==> src/hdl/gsop_pkg.sv <==
// Shared widths, constants and controller/datapath interface types for the offset planner.
package gsop_pkg;

    localparam int SIZE_W      = 32;
    localparam int POS_W       = 16;
    localparam int OFF_W       = 38;
    localparam int IDX_W       = 6;
    localparam int CNT_W       = 7;
    localparam int STORE_DEPTH = 64;
    localparam int MAX_REQ_DEF = 64;

    typedef struct packed {
        logic load;
        logic plan_init;
        logic scan_step;
        logic fetch;
        logic latch;
        logic walk;
        logic commit;
        logic insert;
        logic round_next;
        logic out_issue;
        logic out_next;
    } cmd_t;

    typedef struct packed {
        logic scan_done;
        logic walk_done;
        logic ins_done;
        logic rounds_last;
        logic out_last;
    } sts_t;

endpackage

==> src/hdl/gsop_ctrl.sv <==
// Planner controller: sequences load, pick, walk, insert and result phases.
module gsop_ctrl
    import gsop_pkg::*;
(
    input  logic aclk,
    input  logic aresetn,
    input  logic s_valid,
    input  logic s_is_final,
    output logic s_ready,
    output logic m_valid,
    input  logic m_ready,
    input  sts_t sts,
    output cmd_t cmd
);

    typedef enum logic [8:0] {
        ST_LOAD     = 9'b000000001,
        ST_SCAN     = 9'b000000010,
        ST_FETCH    = 9'b000000100,
        ST_LATCH    = 9'b000001000,
        ST_WALK     = 9'b000010000,
        ST_COMMIT   = 9'b000100000,
        ST_INSERT   = 9'b001000000,
        ST_OUT_RD   = 9'b010000000,
        ST_OUT_SHOW = 9'b100000000
    } state_t;

    state_t state_reg, state_next;

    always_ff @(posedge aclk) begin
        if (!aresetn) begin
            state_reg <= ST_LOAD;
        end else begin
            state_reg <= state_next;
        end
    end

    always_comb begin
        state_next = state_reg;
        cmd        = '0;
        s_ready    = 1'b0;
        m_valid    = 1'b0;
        unique case (state_reg)
            ST_LOAD: begin
                s_ready = 1'b1;
                if (s_valid) begin
                    cmd.load = 1'b1;
                    if (s_is_final) begin
                        cmd.plan_init = 1'b1;
                        state_next    = ST_SCAN;
                    end
                end
            end
            ST_SCAN: begin
                cmd.scan_step = 1'b1;
                if (sts.scan_done) begin
                    state_next = ST_FETCH;
                end
            end
            ST_FETCH: begin
                cmd.fetch  = 1'b1;
                state_next = ST_LATCH;
            end
            ST_LATCH: begin
                cmd.latch  = 1'b1;
                state_next = ST_WALK;
            end
            ST_WALK: begin
                cmd.walk = 1'b1;
                if (sts.walk_done) begin
                    state_next = ST_COMMIT;
                end
            end
            ST_COMMIT: begin
                cmd.commit = 1'b1;
                state_next = ST_INSERT;
            end
            ST_INSERT: begin
                cmd.insert = 1'b1;
                if (sts.ins_done) begin
                    cmd.round_next = 1'b1;
                    state_next     = sts.rounds_last ? ST_OUT_RD : ST_SCAN;
                end
            end
            ST_OUT_RD: begin
                cmd.out_issue = 1'b1;
                state_next    = ST_OUT_SHOW;
            end
            ST_OUT_SHOW: begin
                m_valid = 1'b1;
                if (m_ready) begin
                    cmd.out_next = 1'b1;
                    state_next   = sts.out_last ? ST_LOAD : ST_OUT_RD;
                end
            end
            default: begin
                state_next = ST_LOAD;
            end
        endcase
    end

endmodule

==> config.mk <==
export PLATFORM = sky130hd
export DESIGN_NAME = gsop_ctrl
export DESIGN_NICKNAME = d
export VERILOG_FILES = /design/src/hdl/gsop_pkg.sv /design/src/hdl/gsop_ctrl.sv
export SDC_FILE = /design/constraint.sdc
export NUM_CORES = 1
export LEC_CHECK = 0
export ABC_AREA = 1
export BUFFER_PORTS_ARGS = -buffer_cell sky130_fd_sc_hd__buf_2
export CORE_UTILIZATION = 35
export CTS_BUF_LIST = sky130_fd_sc_hd__clkbuf_16
export CTS_CLUSTER_SIZE = 30
export DETAILED_ROUTE_END_ITERATION = 8
export GPL_TIMING_DRIVEN = 1
export MAX_ROUTING_LAYER = met4
export SETUP_SLACK_MARGIN = 0.5
export SYNTH_ARGS = -nofsm -noshare
export SYNTH_HDL_FRONTEND = slang
export SYNTH_SLANG_ARGS = --single-unit
==> constraint.sdc <==
create_clock -name aclk -period 2.35 [get_ports aclk]
set_input_delay 0.47 -clock aclk [delete_from_list [all_inputs] [get_ports aclk]]
set_output_delay 0.47 -clock aclk [all_outputs]
set_load 0.01 [all_outputs]
==> results of run 1 <==
-- per-layer routing --
| metal | wire length, um | part of all wire [%] | track usage, % | up-vias |
|---|---|---|---|---|
| li1 | - | - | - | 398 |
| met1 | 802 | 47 | 23.2 | 338 |
| met2 | 837 | 49 | 26.1 | 14 |
| met3 | 58 | 3.4 | 3.53 | 2 |
| met4 | 15 | 0.88 | 7.06 | 0 |
| met5 | 0 | 0 | - | - |
-- cell families after synthesis --
family,after synthesis,share of synthesized area [%]
AND/OR/NAND/NOR,74,52.4
buffers and inverters,29,17.8
flip-flops,9,26.1
AO/OA/AOI/OAI,5,3.63
-- per-stage QoR --
stage	setup slack [ns]	power, uW	cells	util [%]
final	0.567	1220	168	52.7
after global routing	0.466	1320	168	52.7
after CTS	0.516	1160	167	50.5
after detailed placement	0.773	860	163	46.0
after global placement	0.770	863	163	46.0
after floorplan	0.884	724	117	-
-- area by class of cell --
cell class                 instances  area (sq um)  area share [%]
multi-input combinational         79           419            44.6
sequential                         9           180            19.2
timing repair buffer              24           125            13.3
inverter                          27           104            11.1
clock buffer                       3          75.1            7.99
tap                               25          31.3            3.33
clock inverter                     1          5.00           0.533
-- repair_timing --
item,in CTS,in global routing
gates resized for setup,0,7
endpoints found under the hold margin,0,0
buffers inserted,0,1
setup endpoints to repair,0,4
-- worst max-delay path by stage --
stage | startpoint | endpoint | slack [ns] | cells past startpoint
after floorplan | state_reg[4] | cmd[2] | 0.88 | 5
after global placement | state_reg[6] | cmd[9] | 0.77 | 6
after detailed placement | state_reg[4] | cmd[9] | 0.77 | 6
after CTS | state_reg[4] | cmd[9] | 0.52 | 6
after global routing | state_reg[8] | cmd[2] | 0.47 | 6
final | state_reg[8] | cmd[2] | 0.57 | 6
-- cells in the final DEF (no fill, tap or decap), drive strengths merged --
cell type   n
buf        24
clkbuf      3
clkinv      1
dfxtp       9
inv        27
nand2      27
nand3      11
nand4       2
nor2       32
nor3        2
o21ai       5
-- power groups by stage --
stage	Combinational (uW)	Clock (uW)	Sequential (uW)
floorplan	486	0	238
global placement	615	0	248
detailed placement	612	0	248
CTS	615	302	246
global route	739	319	265
finish	656	302	261
-- worst max-delay path, cell delays in order (launching register included) --
cell and delay [ns]:
dfxtp_1 0.37, inv_2 0.14, nand3_4 0.12, nor2_4 0.16, inv_1 0.07, nor2_1 0.09, buf_2 0.13
==> flow_summary.toml, run 1 <==
[run_status]
status = "finished clean"

[placed_design]
dp_hpwl_mm = 1.28
port_buffers = 22
place_area_sq_um = 820
gp_congestion = 0.883

[synth]
ys_seq_elements = 9
yosysSeqAreaShare_pct = 26.1
yosys_warnings = 0
synth.distinct_cells = 18
syn-cell-area_sq_um = 689
syn_avg_cell_area_sq_um = 5.89
synth_ff_type = "dfxtp_1"
synth_area_leaders = "dfxtp_1, inv_1, nor2_1, nand2_1, nand3_1"
ys_async_sr_fraction_pct = 0
syn-num-nets = 127
synth-edff-count = 0
synth_top_area_share_pct = 26.1
synth_top_area_cell = "dfxtp_1"
netlist_top_cells_count = "inv_1, nor2_1, nand2_1"
syn_inst = 117

[pwr]
vdd_drop_max_uv = 594
power_frac_clock_pct = 24.7
switching_share_pct = 46.1
internal_power_uw = 657
combinationalPowerShare_pct = 53.8
p_per_area_nw_per_um2 = 1300
p_seq_share_pct = 21.4
switchingPower_uw = 562
p_leak_uw = 0.000569

[clocking]
cts.path.max_buffers = 2
tritoncts = "done"
clkLatencyLatePin_ns = 0.23
htree_levels = 1
clk_pin_slew_worst_paths_ns = 0.04
cts_sinks = 9
cts.root.buffer_cell = "clkbuf_16"
cts_hold_buf = 0
cts-buffers-inserted = 3

[cells_and_area]
layout-drive-gt1-share_pct = 34.3
fin_nets = 154
stdcell_area_sq_um = 940
syn_to_final_growth_pct = 36.3
fillerInstances = 176
diodes = 0
largest_register_ff_count = 9

[sta]
tns_ns = 0
max_freq_mhz = 561
setup_viol = 0
fin_skew_ns = 0.00280
min_period_ns = 1.78
final_hold_viol_count = 0
slew_headroom_pct = 82.0
slew_viol_final = 0
rsz0062_at_grt = "yes"
whs_ns = 0.536
tightest_slew_ns = 0.268
finalCritPeriodShare_pct = 75.9

[worst_setup_path]
r2r-end = "state_reg[4]"
arrival_ns = 1.31
reg2reg_slack_ns = 0.76
critPathCaptureType = "primary output"
reg2reg_depth = 12
worstPathMaxFanout = 6
startpoint_type = "flip-flop"
worstReg2RegStart = "state_reg[6]"
critPathKind = "flip-flop to primary output"
required_ns = 1.88

[hold_path]
hold_path_end = "state_reg[0]"
min_from = "aresetn"
min_path_type = "input pin to flip-flop"
hold_depth = 2

[routing]
ant_nets = 0
wirelength_mm = 1.71
routed-via-count = 752
dr.pass1.iters = 4
drc = 0
drtIter0Drc = 15
vias_per_cell = 4.48
wire_per_inst_um = 10.2

[grt]
antenna_found_initial = 0
grtUsageTotal_pct = 17.7
grt_max_degree = 10
grt_pass1_vias = 609
overflow = 0
grt_pass1_wl_mm = 2.60

[job]
cap_violations = 0

[floorplan]
core-area_sq_um = 1780
io_pins = 23
fp.dieW_um = 46.4
start_util_pct = 38.7
die_y_um = 46.4
dieArea_sq_um = 2150
num_rows = 15
No activity file was read; power rests on OpenSTA's default activity.
==> inputs of run 2 (changes only) <==
==> constraint.sdc (replaced) <==
create_clock -name aclk -period 1.5 [get_ports aclk]
set_input_delay 0.3 -clock aclk [delete_from_list [all_inputs] [get_ports aclk]]
set_output_delay 0.3 -clock aclk [all_outputs]
set_load 0.01 [all_outputs]
==> flow_summary.toml, run 2 (synthesis results as in run 1) <==
[worst_setup_path]
startpoint_type = "flip-flop"
worstPathMaxFanout = 5
reg2reg_slack_ns = 0
critPathCaptureType = "primary output"
r2r-end = "state_reg[8]"
worstReg2RegStart = "state_reg[1]"
worstPathCellList = "nor2_4, nand3_4, nor2_4, inv_2, nor2_2, buf_2"
reg2reg_depth = 10
slowest_delay_ns = 0.37
arrival_ns = 1.28
crit_family = "simple AND/OR/NAND/NOR gates"
path_buf_inv = 2
required_ns = 1.20
cpMostUsedCell = "nor2_4"
slowest_stage = "dfxtp_4"
critPathKind = "flip-flop to primary output"

[floorplan]
start_util_pct = 38.7
dieArea_sq_um = 2150
num_rows = 15
die_y_um = 46.4
io_pins = 23
core-area_sq_um = 1780
fp.dieW_um = 46.4

[clocking]
cts_hold_buf = 0
clk_pin_slew_worst_paths_ns = 0.04
cts.path.max_buffers = 2
htree_levels = 1
cts_sinks = 9
clkLatencyLatePin_ns = 0.24
tritoncts = "done"
cts.root.buffer_cell = "clkbuf_16"
cts-buffers-inserted = 3

[sta]
fin_skew_ns = 0.00335
slew_viol_final = 0
slew_headroom_pct = 82.6
setup_slack_ns = -0.0772
rsz0062_at_grt = "yes"
tightest_slew_ns = 0.259
max_freq_mhz = 634
min_period_ns = 1.58
setup_viol = 10
finalCritPeriodShare_pct = 105
whs_ns = 0.381
final_hold_viol_count = 0

[routing]
ant_nets = 0
dr.pass1.iters = 4
drc = 0
vias_per_cell = 4.70
drtIter0Drc = 15
wire_per_inst_um = 12.4
wirelength_mm = 2.28
routed-via-count = 864

[grt]
grt_max_degree = 10
antenna_found_initial = 0
grtUsageTotal_pct = 22.2
overflow = 0
grt_pass1_wl_mm = 3.25
grt_pass1_vias = 821

[job]
cap_violations = 0

[hold_path]
hold_path_end = "state_reg[0]"
min_path_type = "input pin to flip-flop"
hold_depth = 5
min_from = "sts[0]"

[pwr]
p_seq_share_pct = 17.3
internal_power_uw = 1410
p_per_area_nw_per_um2 = 2000
p_leak_uw = 0.000678
p_total_uw = 2600
switching_share_pct = 45.8
combinationalPowerShare_pct = 64.7
vdd_drop_max_uv = 1260
switchingPower_uw = 1190
power_frac_clock_pct = 18.1

[placed_design]
dp_hpwl_mm = 1.30
gp_congestion = 0.817
place_area_sq_um = 858
dp_slack_ns = 0.0304
port_buffers = 22

[cells_and_area]
syn_to_final_growth_pct = 88.9
fillerInstances = 133
fin_util_pct = 73.1
mostFrequentLayoutCells = "inv_1, nand2_1, buf_4"
layout-drive-gt1-share_pct = 65.4
largest_register_ff_count = 9
fin_nets = 170
diodes = 0
stdcell_area_sq_um = 1300

[run_status]
status = "finished, violations left"
violations = "setup timing"
[run 2: changes by cell type in the layout (fill, tap and decap cells not counted), moves of 4 or more]
cell and change:
buf_6 +13, buf_4 +12, nor2_1 -10, buf_2 -9, dfxtp_1 -9, inv_1 -7
inv_2 +6, nand3_1 -6, nor2_4 +6, dfxtp_4 +5, dfxtp_2 +4, nand2_1 -4
nand3_2 +4, nor2_2 +4
[run 2: timing repair]
| action | in CTS | in global routing |
|---|---|---|
| hold endpoints to repair | 0 | 0 |
| gates resized for setup | 32 | 38 |
| setup buffers | 9 | 5 |
| pin swaps | 12 | 12 |
| cloned | 0 | 1 |
| setup endpoints to repair | 22 | 22 |
[run 2: worst max-delay path by stage]
stage | from | endpoint | slack [ns] | cells after the start
global placement | state_reg[4] | state_reg[8] | 0.06 | 11
finish | state_reg[1] | cmd[2] | -0.08 | 6
floorplan | state_reg[0] | state_reg[8] | 0.17 | 9
detailed placement | state_reg[4] | state_reg[8] | 0.03 | 11
CTS | state_reg[3] | cmd[0] | -0.03 | 6
global route | state_reg[1] | cmd[2] | -0.14 | 6
[run 2: cell type report]
cell class              instances  area, sq um  share of cell area [%]
inverters                      27          109                    8.36
repair buffers                 40          317                    24.3
well taps                      25         31.3                    2.40
flip-flops and latches          9          204                    15.7
multi-input cells              79          563                    43.2
clock buffers                   3         75.1                    5.76
clock inverters                 1         3.75                   0.288
[run 2: worst reg2reg max path: cells and delay by family, from the launching register on]
family,cells,cell delay [ns]
AO/OA/AOI/OAI,1,0.11
AND/OR/NAND/NOR,7,0.66
buffers and inverters,2,0.26
flip-flops,1,0.37
[run 2: power groups by stage]
| stage | Clock, uW | Combinational, uW | Sequential (uW) |
|---|---|---|---|
| after floorplan | 0 | 799 | 375 |
| after global placement | 0 | 1010 | 385 |
| after detailed placement | 0 | 1010 | 384 |
| after CTS | 473 | 1330 | 415 |
| after global routing | 485 | 1830 | 461 |
| final | 470 | 1680 | 449 |
[run 2: per-stage QoR]
step	instances	TNS, ns
floorplan	117	0
global placement	165	0
detailed placement	165	0
CTS	178	-0.0849
global route	184	-1.22
finish	184	-0.324
[run 2: layer usage]
layer / wire length (um) / vias to the layer above / track usage (%)
li1: - / 436 / -
met1: 1010 / 395 / 25.2
met2: 1150 / 28 / 37.5
met3: 86 / 5 / 3.53
met4: 37 / 0 / 10.0
met5: 0 / - / -
